`config.mk`:
```
export PLATFORM = sky130hd
export DESIGN_NAME = keyword_tokenizer
export DESIGN_NICKNAME = d
export VERILOG_FILES = /design/src/hdl/kwt_pkg.sv /design/src/hdl/kwt_lexer.sv /design/src/hdl/kwt_result_queue.sv /design/src/hdl/keyword_tokenizer.sv
export SDC_FILE = /design/constraint.sdc
export NUM_CORES = 1
export LEC_CHECK = 0
export ABC_CLOCK_PERIOD_IN_PS = 8300
export BUFFER_PORTS_ARGS = -buffer_cell sky130_fd_sc_hd__buf_2
export CELL_PAD_IN_SITES_DETAIL_PLACEMENT = 1
export CELL_PAD_IN_SITES_GLOBAL_PLACEMENT = 2
export CORE_MARGIN = 4
export CORE_UTILIZATION = 38
export CTS_CLUSTER_DIAMETER = 60
export CTS_CLUSTER_SIZE = 24
export DETAILED_ROUTE_END_ITERATION = 8
export PLACE_DENSITY = 0.83
export SLEW_MARGIN = 20
export SYNTH_ARGS = -nofsm -noshare
export SYNTH_HDL_FRONTEND = slang
export SYNTH_HIERARCHICAL = 1
export SYNTH_SLANG_ARGS = --single-unit
export TNS_END_PERCENT = 50
```
`constraint.sdc`:
```
create_clock -name i_clk -period 8.3 [get_ports i_clk]
set_input_delay 0.83 -clock i_clk [delete_from_list [all_inputs] [get_ports i_clk]]
set_output_delay 0.83 -clock i_clk [all_outputs]
set_load 0.02 [all_outputs]
```
`src/hdl/kwt_pkg.sv`:
```
// Shared types, codes and character-class helpers for the keyword tokenizer.
package kwt_pkg;

    typedef enum logic [4:0] {
        KIND_END     = 5'd0,
        KIND_IDENT   = 5'd1,
        KIND_INT     = 5'd2,
        KIND_RETURN  = 5'd3,
        KIND_FUN     = 5'd4,
        KIND_VAR     = 5'd5,
        KIND_IF      = 5'd6,
        KIND_LPAREN  = 5'd7,
        KIND_RPAREN  = 5'd8,
        KIND_LBRACE  = 5'd9,
        KIND_RBRACE  = 5'd10,
        KIND_ASSIGN  = 5'd11,
        KIND_SEMI    = 5'd12,
        KIND_PLUS    = 5'd13,
        KIND_MINUS   = 5'd14,
        KIND_STAR    = 5'd15,
        KIND_SLASH   = 5'd16,
        KIND_COMMA   = 5'd17,
        KIND_UNKNOWN = 5'd18
    } t_kind;

    typedef enum logic [1:0] {
        RUN_NONE  = 2'd0,
        RUN_IDENT = 2'd1,
        RUN_INT   = 2'd2
    } t_run;

    typedef struct packed {
        logic [7:0]  token_char;
        logic [15:0] token_length;
        logic [15:0] token_start;
        t_kind       token_kind;
    } t_token;

    // One accepted byte yields at most two tokens; a bundle holds one or two.
    typedef struct packed {
        logic   two;
        t_token tok1;
        t_token tok0;
    } t_bundle;

    localparam int unsigned KwBytes = 6;

    // Keyword text, first character in byte 0, zero padded.
    localparam logic [KwBytes-1:0][7:0] KwReturn = {"n", "r", "u", "t", "e", "r"};
    localparam logic [KwBytes-1:0][7:0] KwFun    = {8'h00, 8'h00, 8'h00, "n", "u", "f"};
    localparam logic [KwBytes-1:0][7:0] KwVar    = {8'h00, 8'h00, 8'h00, "r", "a", "v"};
    localparam logic [KwBytes-1:0][7:0] KwIf     = {8'h00, 8'h00, 8'h00, 8'h00, "f", "i"};

    function automatic logic is_alpha(input logic [7:0] c);
        return (c >= "a" && c <= "z") || (c >= "A" && c <= "Z");
    endfunction

    function automatic logic is_digit(input logic [7:0] c);
        return c >= "0" && c <= "9";
    endfunction

    function automatic logic is_space(input logic [7:0] c);
        return c == " " || (c >= 8'd9 && c <= 8'd13);
    endfunction

    function automatic t_kind punct_kind(input logic [7:0] c);
        t_kind k;
        case (c)
            "(":     k = KIND_LPAREN;
            ")":     k = KIND_RPAREN;
            "{":     k = KIND_LBRACE;
            "}":     k = KIND_RBRACE;
            "=":     k = KIND_ASSIGN;
            ";":     k = KIND_SEMI;
            "+":     k = KIND_PLUS;
            "-":     k = KIND_MINUS;
            "*":     k = KIND_STAR;
            "/":     k = KIND_SLASH;
            ",":     k = KIND_COMMA;
            default: k = KIND_UNKNOWN;
        endcase
        return k;
    endfunction

    // Window bytes past the run length are always zero, so a full compare works.
    function automatic t_kind run_token_kind(input t_run rk, input logic [15:0] len,
                                             input logic [KwBytes-1:0][7:0] w);
        t_kind k;
        if (rk == RUN_INT) begin
            k = KIND_INT;
        end else if (len == 16'd6 && w == KwReturn) begin
            k = KIND_RETURN;
        end else if (len == 16'd3 && w == KwFun) begin
            k = KIND_FUN;
        end else if (len == 16'd3 && w == KwVar) begin
            k = KIND_VAR;
        end else if (len == 16'd2 && w == KwIf) begin
            k = KIND_IF;
        end else begin
            k = KIND_IDENT;
        end
        return k;
    endfunction

endpackage

```
`src/hdl/kwt_lexer.sv`:
```
// Run tracking and token generation for one registered source byte per cycle, on each fire.
module kwt_lexer #(
    parameter longint unsigned MAX_SOURCE_BYTES     = 65536,
    parameter int unsigned     KEYWORD_WINDOW_BYTES = 6
) (
    input  logic             i_clk,
    input  logic             i_rst_n,
    input  logic             i_fire,
    input  logic [7:0]       i_byte,
    input  logic             i_final,
    output logic             o_push,
    output kwt_pkg::t_bundle o_bundle
);
    import kwt_pkg::*;

    localparam longint unsigned PosMax   = MAX_SOURCE_BYTES - 1;
    localparam logic [15:0]     PosLimit = (PosMax < 64'd65535) ? PosMax[15:0] : 16'hFFFF;

    t_run                                r_run_kind,  n_run_kind;
    logic [15:0]                         r_run_start, n_run_start;
    logic [15:0]                         r_run_len,   n_run_len;
    logic [KEYWORD_WINDOW_BYTES-1:0][7:0] r_window,   n_window;
    logic [15:0]                         r_pos,       n_pos;
    logic                                r_ended,     n_ended;

    t_token     cand     [4];
    logic [3:0] cand_v;
    logic       goes_on;
    logic [1:0] n_tok;

    always_comb begin
        n_run_kind  = r_run_kind;
        n_run_start = r_run_start;
        n_run_len   = r_run_len;
        n_window    = r_window;
        n_pos       = r_pos;
        n_ended     = r_ended;
        cand_v      = '0;
        goes_on     = 1'b0;
        for (int i = 0; i < 4; i++) begin
            cand[i] = '0;
        end

        // closing the run that is open before this byte
        cand[0].token_kind   = run_token_kind(r_run_kind, r_run_len, r_window[KwBytes-1:0]);
        cand[0].token_start  = r_run_start;
        cand[0].token_length = r_run_len;

        if (!r_ended) begin
            if (i_byte == 8'd0) begin
                cand_v[0]          = (r_run_kind != RUN_NONE);
                cand_v[3]          = 1'b1;
                cand[3].token_kind = KIND_END;
                cand[3].token_start = r_pos;
                n_run_kind = RUN_NONE;
                n_run_len  = '0;
                n_ended    = 1'b1;
            end else begin
                goes_on = (r_run_kind == RUN_IDENT &&
                           (is_alpha(i_byte) || is_digit(i_byte) || i_byte == "_")) ||
                          (r_run_kind == RUN_INT && is_digit(i_byte));
                if (goes_on) begin
                    for (int i = 0; i < KEYWORD_WINDOW_BYTES; i++) begin
                        if (r_run_len == 16'(i)) n_window[i] = i_byte;
                    end
                    if (r_run_len != 16'hFFFF) n_run_len = r_run_len + 16'd1;
                end else begin
                    cand_v[0]  = (r_run_kind != RUN_NONE);
                    n_run_kind = RUN_NONE;
                    n_run_len  = '0;
                    if (is_alpha(i_byte) || is_digit(i_byte)) begin
                        n_run_kind  = is_alpha(i_byte) ? RUN_IDENT : RUN_INT;
                        n_run_start = r_pos;
                        n_run_len   = 16'd1;
                        n_window    = '0;
                        n_window[0] = i_byte;
                    end else if (!is_space(i_byte)) begin
                        cand_v[1]            = 1'b1;
                        cand[1].token_kind   = punct_kind(i_byte);
                        cand[1].token_start  = r_pos;
                        cand[1].token_length = 16'd1;
                        cand[1].token_char   = i_byte;
                    end
                end
                if (r_pos < PosLimit) n_pos = r_pos + 16'd1;
                if (i_final) begin
                    // run still open after this byte, then the end token
                    cand_v[2]            = (n_run_kind != RUN_NONE);
                    cand[2].token_kind   = run_token_kind(n_run_kind, n_run_len,
                                                          n_window[KwBytes-1:0]);
                    cand[2].token_start  = n_run_start;
                    cand[2].token_length = n_run_len;
                    cand_v[3]            = 1'b1;
                    cand[3].token_kind   = KIND_END;
                    cand[3].token_start  = n_pos;
                end
            end
        end

        if (i_final) begin
            n_run_kind  = RUN_NONE;
            n_run_start = '0;
            n_run_len   = '0;
            n_window    = '0;
            n_pos       = '0;
            n_ended     = 1'b0;
        end
    end

    // keep the first two candidates in order; a third is dropped
    always_comb begin
        o_bundle = '0;
        n_tok    = '0;
        for (int i = 0; i < 4; i++) begin
            if (cand_v[i]) begin
                if (n_tok == 2'd0) begin
                    o_bundle.tok0 = cand[i];
                    n_tok         = 2'd1;
                end else if (n_tok == 2'd1) begin
                    o_bundle.tok1 = cand[i];
                    o_bundle.two  = 1'b1;
                    n_tok         = 2'd2;
                end
            end
        end
        o_push = i_fire && (n_tok != 2'd0);
    end

    always_ff @(posedge i_clk) begin
        if (!i_rst_n) begin
            r_run_kind  <= RUN_NONE;
            r_run_start <= '0;
            r_run_len   <= '0;
            r_window    <= '0;
            r_pos       <= '0;
            r_ended     <= 1'b0;
        end else if (i_fire) begin
            r_run_kind  <= n_run_kind;
            r_run_start <= n_run_start;
            r_run_len   <= n_run_len;
            r_window    <= n_window;
            r_pos       <= n_pos;
            r_ended     <= n_ended;
        end
    end

endmodule

```
`src/hdl/kwt_result_queue.sv`:
```
// Two-entry queue of token bundles, unloaded one token per beat.
module kwt_result_queue (
    input  logic             i_clk,
    input  logic             i_rst_n,
    input  logic             i_push,
    input  kwt_pkg::t_bundle i_bundle,
    output logic             o_room,
    output logic             o_valid,
    input  logic             i_ready,
    output kwt_pkg::t_token  o_token,
    output logic             o_last
);
    import kwt_pkg::*;

    t_bundle    r_mem [2];
    logic       r_wr_ptr;
    logic       r_rd_ptr;
    logic [1:0] r_count, n_count;
    logic       r_sub;
    t_bundle    head;
    logic       beat;
    logic       pop;

    assign head    = r_mem[r_rd_ptr];
    assign o_valid = (r_count != 2'd0);
    assign o_room  = (r_count != 2'd2);
    assign o_token = r_sub ? head.tok1 : head.tok0;
    assign o_last  = !head.two || r_sub;
    assign beat    = o_valid && i_ready;
    assign pop     = beat && o_last;

    always_comb begin
        n_count = r_count;
        if (i_push && !pop) n_count = r_count + 2'd1;
        if (!i_push && pop) n_count = r_count - 2'd1;
    end

    always_ff @(posedge i_clk) begin
        if (i_push) r_mem[r_wr_ptr] <= i_bundle;
    end

    always_ff @(posedge i_clk) begin
        if (!i_rst_n) begin
            r_wr_ptr <= 1'b0;
            r_rd_ptr <= 1'b0;
            r_count  <= '0;
            r_sub    <= 1'b0;
        end else begin
            r_count <= n_count;
            if (i_push) r_wr_ptr <= !r_wr_ptr;
            if (pop) r_rd_ptr <= !r_rd_ptr;
            if (beat) r_sub <= !o_last;
        end
    end

endmodule

```
`src/hdl/keyword_tokenizer.sv`:
```
// Top level of the byte-serial keyword tokenizer.
//
// Source text streams in one byte per beat (tlast marks the final byte of a
// source) and tokens stream out one per beat, tlast on the last token caused
// by a byte and tuser carrying the token kind. Each accepted byte is held in
// an input register, then classified and run-tracked, and its tokens (one
// or two) go to a two-entry result queue as one bundle. While the output
// is ready, the block sustains one byte per cycle for bytes giving one token
// or none; a byte giving two tokens takes two output beats, set by the
// single-token-wide output port. Tokens pass the input register, then the
// result queue. There is no configuration and no clearing pass after reset.
module keyword_tokenizer #(
    parameter longint unsigned MAX_SOURCE_BYTES     = 65536,
    parameter int unsigned     KEYWORD_WINDOW_BYTES = 6
) (
    input  logic        i_clk,
    input  logic        i_rst_n,
    input  logic        i_s_tvalid,
    output logic        o_s_tready,
    input  logic [7:0]  i_s_tdata,   // [7:0] source_byte
    input  logic        i_s_tlast,   // final_byte
    output logic        o_m_tvalid,
    input  logic        i_m_tready,
    output logic [39:0] o_m_tdata,   // [15:0] token_start, [31:16] token_length,
                                     // [39:32] token_char
    output logic [4:0]  o_m_tuser,   // [4:0] token_kind
    output logic        o_m_tlast    // last_of_run
);
    import kwt_pkg::*;

    logic       r_in_valid;
    logic [7:0] r_in_byte;
    logic       r_in_final;
    logic       room;
    logic       fire;
    logic       push;
    t_bundle    bundle;
    t_token     token;

    // an item leaves the input register when the queue can take a bundle
    assign fire       = r_in_valid && room;
    assign o_s_tready = !r_in_valid || room;

    always_ff @(posedge i_clk) begin
        if (!i_rst_n) begin
            r_in_valid <= 1'b0;
        end else if (o_s_tready) begin
            r_in_valid <= i_s_tvalid;
        end
    end

    always_ff @(posedge i_clk) begin
        if (o_s_tready && i_s_tvalid) begin
            r_in_byte  <= i_s_tdata;
            r_in_final <= i_s_tlast;
        end
    end

    kwt_lexer #(
        .MAX_SOURCE_BYTES     (MAX_SOURCE_BYTES),
        .KEYWORD_WINDOW_BYTES (KEYWORD_WINDOW_BYTES)
    ) u_lexer (
        .i_clk    (i_clk),
        .i_rst_n  (i_rst_n),
        .i_fire   (fire),
        .i_byte   (r_in_byte),
        .i_final  (r_in_final),
        .o_push   (push),
        .o_bundle (bundle)
    );

    kwt_result_queue u_queue (
        .i_clk    (i_clk),
        .i_rst_n  (i_rst_n),
        .i_push   (push),
        .i_bundle (bundle),
        .o_room   (room),
        .o_valid  (o_m_tvalid),
        .i_ready  (i_m_tready),
        .o_token  (token),
        .o_last   (o_m_tlast)
    );

    assign o_m_tdata = {token.token_char, token.token_length, token.token_start};
    assign o_m_tuser = token.token_kind;

endmodule

```
=== After elaboration in Yosys (flattened, before gate mapping) ===
Memories as Yosys holds them, arrays and structs flattened. A register that Yosys moved wholly into a read port is not among the register bits.
Index checks and enable logic that the tools add are counted.

* Memories kept: 1
* Input bits: 13
* Logic and storage cells: 220
* RAM bits: 182
* Register bits after elaboration: 114
* Output and inout bits: 48

{| class="wikitable"
|+ Memory list
! memory !! words !! width !! rd ports !! clocked after memory_dff !! write ports !! line !! text
|-
| u_queue.r_mem || 2 || 91 || 1 || 1 || 1 || kwt_result_queue.sv:15 || <nowiki>t_bundle r_mem [2];</nowiki>
|}

* Reduce and logical (&&, ||, !) cells: 47
* $add $sub $neg: 4
* $lt $le $gt $ge: 9
* Eq/ne operators: 40
* Multiplexer cells: 101

{| class="wikitable"
|+ Operators with widths
! kind !! count
|-
| 45-bit two-way mux || 9
|-
| 48-bit two-way mux || 7
|-
| 46-bit two-way mux || 6
|-
| 91-bit two-way mux || 3
|-
| 16-bit two-way mux || 16
|-
| 48-bit by 23-bit equality test with 1-bit output (second input constant) || 4
|-
| 37-bit two-way mux || 4
|-
| 48-bit by 15-bit equality test with 1-bit output (second input constant) || 2
|-
| 48-bit by 47-bit equality test with 1-bit output (second input constant) || 2
|-
| 8-bit by 6-bit equality test with 1-bit output (second input constant) || 10
|-
| 16-bit by 2-bit equality test with 1-bit output (second input constant) || 4
|-
| 16-bit by 3-bit equality test with 1-bit output (second input constant) || 4
|-
| 21-bit two-way mux || 3
|-
| 5-bit case mux with 11 select lines || 1
|-
| 8-bit two-way mux || 6
|-
| 2-bit two-way mux || 22
|-
| 5-bit two-way mux || 7
|-
| 16-bit by 1-bit adder with 16-bit output (second input constant) || 2
|-
| 8-bit by 7-bit equality test with 1-bit output (second input constant) || 3
|-
| 1-bit logical AND || 21
|-
| 16-bit by 1-bit equality test with 1-bit output (second input constant) || 1
|-
| 8-bit by 7-bit >= comparator with 1-bit output (second input constant) || 2
|-
| 8-bit by 7-bit less-or-equal comparator with 1-bit output (second input constant) || 2
|-
| 16-bit logical NOT || 1
|-
| other kinds (22) || 59
|}

=== Logic depth before layout (Yosys ltp) ===
* Depth after elaboration: 32
* Gate-level depth with buffers: 21
* Mapped depth without buffers: 18

=== Cells and area by module ===
The synthesis kept the hierarchy.

{| class="wikitable"
|+ Modules (own cells, without submodules)
! module !! sequential area each (µm²) !! cells an instance !! instances !! area each (µm²)
|-
| kwt_lexer || 1981.9 || 1083 || 1 || 7873.8
|-
| kwt_result_queue || 5585.4 || 270 || 1 || 6861.6
|-
| keyword_tokenizer || 290.3 || 15 || 1 || 335.3
|}

=== Worst setup path after synthesis ===
No wires, ideal clock.

* Path type: flip-flop to flip-flop
* From: register r_in_byte[2]
* To: memory u_queue/r_mem[0][0] (netlist name), enable pin
* Period minus slack after synthesis: 7.816 ns
* Setup time: 0.542 ns
* Data arrival time: 7.274 ns
* Required time: 7.758 ns
* Buffers on the path: 3
* Cell stages (with the launch flop): 19
* Path slack: 0.484 ns
* Path through: edfxtp_1 buf_2 nor4b_2 a22o_2 a211o_1 buf_4 nand2_1 buf_2 nor3_1 inv_2 ha_1 mux2i_1 inv_1 ha_1 nor2_1 a21oi_1 o21a_1 inv_1 nor2_1

* Word-level cells in the longest chain between the ends: 27
* Elaborated cells on any way between the ends: 56
* Those cells by class: 8 x order compare; 5 x eq/ne; 25 x mux; 18 x reduce/logical

{| class="wikitable"
|+ Ends and longest elaborated chain
! element !! line !! text
|-
| start: declaration || keyword_tokenizer.sv:32 || <nowiki>logic [7:0] r_in_byte;</nowiki>
|-
| start signal: assignment || keyword_tokenizer.sv:54 || <nowiki>r_in_byte <= i_s_tdata;</nowiki>
|-
| 8-bit by 7-bit >= comparator with 1-bit output or 8-bit by 7-bit less-or-equal comparator with 1-bit output (tied branches) || kwt_pkg.sv:55 || <nowiki>return (c >= "a" && c <= "z") || (c >= "A" && c <= "Z");</nowiki>
|-
| 1-bit logical AND || kwt_pkg.sv:55 ||
|-
| 1-bit logical OR || kwt_pkg.sv:55 ||
|-
| 1-bit logical OR || kwt_lexer.sv:60, kwt_lexer.sv:71 ||
|-
| 1-bit logical OR || kwt_lexer.sv:60 || <nowiki>(is_alpha(i_byte) || is_digit(i_byte) || i_byte == "_")) ||</nowiki>
|-
| 1-bit logical AND || kwt_lexer.sv:59 || <nowiki>goes_on = (r_run_kind == RUN_IDENT &&</nowiki>
|-
| 1-bit logical OR || kwt_lexer.sv:60 ||
|-
| 2-bit two-way mux || kwt_lexer.sv:62 || <nowiki>if (goes_on) begin</nowiki>
|-
| (+12 left out) || n/a ||
|-
| 2-bit two-way mux || kwt_lexer.sv:119 || <nowiki>end else if (n_tok == 2'd1) begin</nowiki>
|-
| 2-bit two-way mux || kwt_lexer.sv:116 || <nowiki>if (n_tok == 2'd0) begin</nowiki>
|-
| 2-bit two-way mux * || kwt_lexer.sv:115 || <nowiki>if (cand_v[i]) begin</nowiki>
|-
| 2-bit nonzero test * || kwt_lexer.sv:126 || <nowiki>o_push = i_fire && (n_tok != 2'd0);</nowiki>
|-
| 1-bit logical AND * || kwt_lexer.sv:126 ||
|-
| via push || keyword_tokenizer.sv:36 || <nowiki>logic push;</nowiki>
|-
| 1-bit two-way mux * || kwt_result_queue.sv:39 || <nowiki>if (i_push) r_mem[r_wr_ptr] <= i_bundle;</nowiki>
|-
| 1-bit two-way mux (implied by the code) * || kwt_result_queue.sv:39 ||
|-
| end: declaration || kwt_result_queue.sv:15 ||
|}

The timed path passes the listed nets; every way through them passes the cells marked *. The select of a mux whose other input is x is not followed.

==> results.yml <==
timing:
  fin_hold_ws_ns: 0.452
  fin_crit_ns: 6.73
  hold_viol: 0
  drv_slew: 0
  rsz0062_at_grt: "no"
  setup_viol: 0
  fmax_mhz: 149
  fin_setup_tns_ns: 0
  fin_crit_sh: 0.811
  worst_slew_margin_rel: 0.359
  finalClockSkew_ns: 0.0371
  worstMarginPinSlew_ns: 0.962
synth:
  async_flop_share: 0
  synthAdderAreaFrac: 0.00996
  synthCells: 1368
  ys_warn_count: 6
  synthMuxAreaShare: 0.0817
  synth_top_family_by_area: "simple AND/OR/NAND/NOR gates"
  synth-seq-area-share: 0.521
  synth-main-ff-cell: "edfxtp_1"
  synth_cell_types: 94
  synth-compound-area-share: 0.163
  synthSimpleGateAreaFrac: 0.175
  synth-xor-area-share: 0.0110
  syn_area_um2: 15100
  avgSynthCellArea_um2: 11.0
  synth_edf_count: 191
  synth_seq_cells: 297
  synth_fp_nets: 1393
cells_and_area:
  drive_gt1_frac: 0.159
  final_util: 0.430
  n_antenna_cell: 0
  areaGrowthSynthToFinish_pct: 11.1
  finalNonFillerCells: 1912
  nets: 1398
clocking:
  post_cts_resized: 0
  postCtsSetupBuffers: 0
  cts_tree: "built"
  htreeDepth: 1
  cts_hold_buffers: 0
  clk_pin_slew_worst_paths_ns: 0.07
  cts_root_buf: "clkbuf_16"
  numCtsBuffers: 27
  clock_latency_ns: 0.58
  cts_sinks: 297
  clk_path_buf_depth: 3
route:
  totalWireLength_um: 47600
  drtAntennaViolNets: 0
  vias: 11700
  vias_per_cell: 6.10
  drtIter0Drc: 1184
  drc_errors: 0
  dr.pass1.iters: 5
  post_drt_wl_per_cell_um: 24.9
critical_path:
  reg2reg_slack_ns: 1.57
  path_class: "register to register"
  reg2regPathDepth: 14
  timing.critical_path.fanout_max: 23
  worst_ep_arrival_time_ns: 7.07
  critPathRequiredTime_ns: 8.64
  cp_cell_sequence: "nor4b_2 -> a22o_2 -> a211o_1 -> nand2_1 -> nor3_1 -> inv_2 -> ha_1 -> mux2i_1 -> ha_1 -> nand3b_1 -> nand2_1 -> o21ai_2 -> a22oi_1 -> o21ai_0"
  rr_startpoint: "r_in_byte[4]$_DFFE_PP_"
  r2r_end: "u_queue/r_mem[0][52]$_DFFE_PP_"
  cp-endpoint: "u_queue/r_mem[0][52]$_DFFE_PP_"
  slowest_stage: "o21ai_2"
  crit_family: "simple AND/OR/NAND/NOR gates"
  setup.worst_path.end_class: "register"
  path_buf_inv: 1
  crit_path_start_kind: "register"
  cp.depth: 14
  crit_start: "r_in_byte[4]$_DFFE_PP_"
  cpPeakStageDelay_ns: 0.83
die:
  fp-row-count: 72
  die_x_um: 207
  start_util: 0.387
  pin_count: 61
  dieArea_um2: 42900
  core-area_um2: 38900
  die_h_um: 207
global_route:
  grt-ovfl-total: 0
  antenna_found_initial: 0
  grt_pass1_wl_um: 73500
  grt_max_degree: 60
  grt_pass1_vias: 11800
  grt_use_total: 0.214
power:
  power_uw: 3500
  peakVddDrop_v: 0.000163
  power_leakage_uw: 0.00561
  pwr_density_cell_nw_per_um2: 209
job:
  max-cap-violations: 0
place:
  gp_congestion: 0.894
  dp_hpwl_um: 34000
  place.port_buffers: 60
  place_inst: 1861
status:
  status: "complete, no violations"
worst_hold_path:
  min_from: "i_s_tdata[3]"
  hp-class: "input pin to register"
## worst register-to-register path, delay by kind of cell, from the launching register on
kind | cells | cell delay, ns
adders and majority gates | 2 | 0.71
and+or+nand+nor | 5 | 2.58
muxes | 1 | 0.30
AOI/OAI and AO/OA | 5 | 1.92
DFF | 1 | 0.76
buffers and inverters | 1 | 0.22
## per-stage QoR
stage                     setup slack, ns  cell area, um2
final                                1.57           16700
after global routing                0.972           16700
after CTS                            1.29           16700
after detailed placement             1.47           15700
after global placement               1.76           15700
after floorplan                     0.484           15100
## worst min path at each step
stage / end / slack, ns / depth (start not counted)
after floorplan: u_lexer/r_window[16]$_SDFFE_PN0P_ / 0.44 / 2
after global placement: register / 0.46 / 2
after detailed placement: u_lexer/r_window[32]$_SDFFE_PN0P_ / 0.47 / 1
after CTS: r_in_byte[3]$_DFFE_PP_ / 0.44 / 1
after global routing: r_in_byte[4]$_DFFE_PP_ / 0.44 / 1
final: r_in_byte[3]$_DFFE_PP_ / 0.45 / 1
## cells by family (layout without fill, tap and decap cells)
| kind of cell | count (synthesis) | count (layout) |
|---|---|---|
| mux | 66 | 66 |
| simple gates | 499 | 499 |
| compound gates | 352 | 352 |
| flops | 297 | 297 |
| xor+xnor | 19 | 19 |
| fa+ha+maj | 12 | 12 |
| buf+inv | 123 | 149 |
## sequential cells by signal, indices dropped and copies added, names as in the netlist, 2 cells and up, named ones only
signal / count
u_lexer/r_window: 48
u_lexer/r_run_len: 16
u_queue/r_mem: 182
r_in_byte: 8
u_lexer/r_run_start: 16
u_lexer/r_pos: 16
u_lexer/r_run_kind: 2
u_queue/r_count: 2
## synthesized netlist by cell type (all sizes together), types with 6 or more instances
cell / instances / share of area
a211oi: 6 / 0.0033
a21oi: 60 / 0.021
a221oi: 11 / 0.0064
a22o: 59 / 0.034
a22oi: 54 / 0.029
a31oi: 14 / 0.0058
and2: 27 / 0.011
and3: 17 / 0.0074
buf: 39 / 0.017
clkbuf: 63 / 0.016
dfxtp: 106 / 0.14
edfxtp: 191 / 0.38
ha: 12 / 0.010
inv: 20 / 0.0050
mux2i: 18 / 0.012
mux4: 45 / 0.067
nand2: 125 / 0.031
nand2b: 9 / 0.0042
nand3: 42 / 0.014
nand4: 28 / 0.012
nand4b: 6 / 0.0035
nor2: 109 / 0.027
nor2b: 22 / 0.0091
nor3: 39 / 0.014
nor3b: 13 / 0.0065
nor4: 23 / 0.012
o21ai: 91 / 0.030
o31ai: 7 / 0.0035
or2: 9 / 0.0037
xnor2: 8 / 0.0046
xor2: 11 / 0.0064
## report_power, final
part	internal (uW)	leakage [uW]	total, uW	switching [uW]
Sequential	1640	0.00264	1680	47.8
Combinational	149	0.00248	426	277
Clock	720	0.000491	1390	672
Total	2510	0.00561	3500	996
## metal layers
metal  up-vias  wire [um]  global-route usage
met2       364      21600               0.332
li1       5298          -                   -
met5         -          0                   0
met1      5935      21900               0.313
met4         0       1250              0.0584
met3        74       2890              0.0359
## area by class of cell
type / instances / area [um2]
multi-input combinational: 948 / 6670
tap: 518 / 648
sequential: 297 / 7860
inverter: 21 / 78.8
clock buffer: 27 / 676
timing repair buffer: 78 / 468
fill: 4241 / 22200
clock inverter: 23 / 340
## placed cells by master (no fill, tap or decap), drive strengths merged, types with 5 or more instances in the layout
master / count
nand2: 125
a31oi: 14
xor2: 11
a22o: 59
clkbuf: 27
or2: 9
nor4: 23
buf: 78
inv: 33
nor2: 109
nand2b: 9
a211oi: 6
a22oi: 54
dfxtp: 106
edfxtp: 191
nand4b: 6
o31ai: 7
a21oi: 60
xnor2: 8
nor2b: 22
o2111ai: 5
nor3b: 13
nand3: 42
nand4: 28
nor3: 39
and2: 27
a221oi: 11
nand3b: 5
clkinv: 8
ha: 12
mux4: 45
o21ai: 91
and3: 17
mux2i: 18
and4: 5
(Power assumes the default switching activity.)
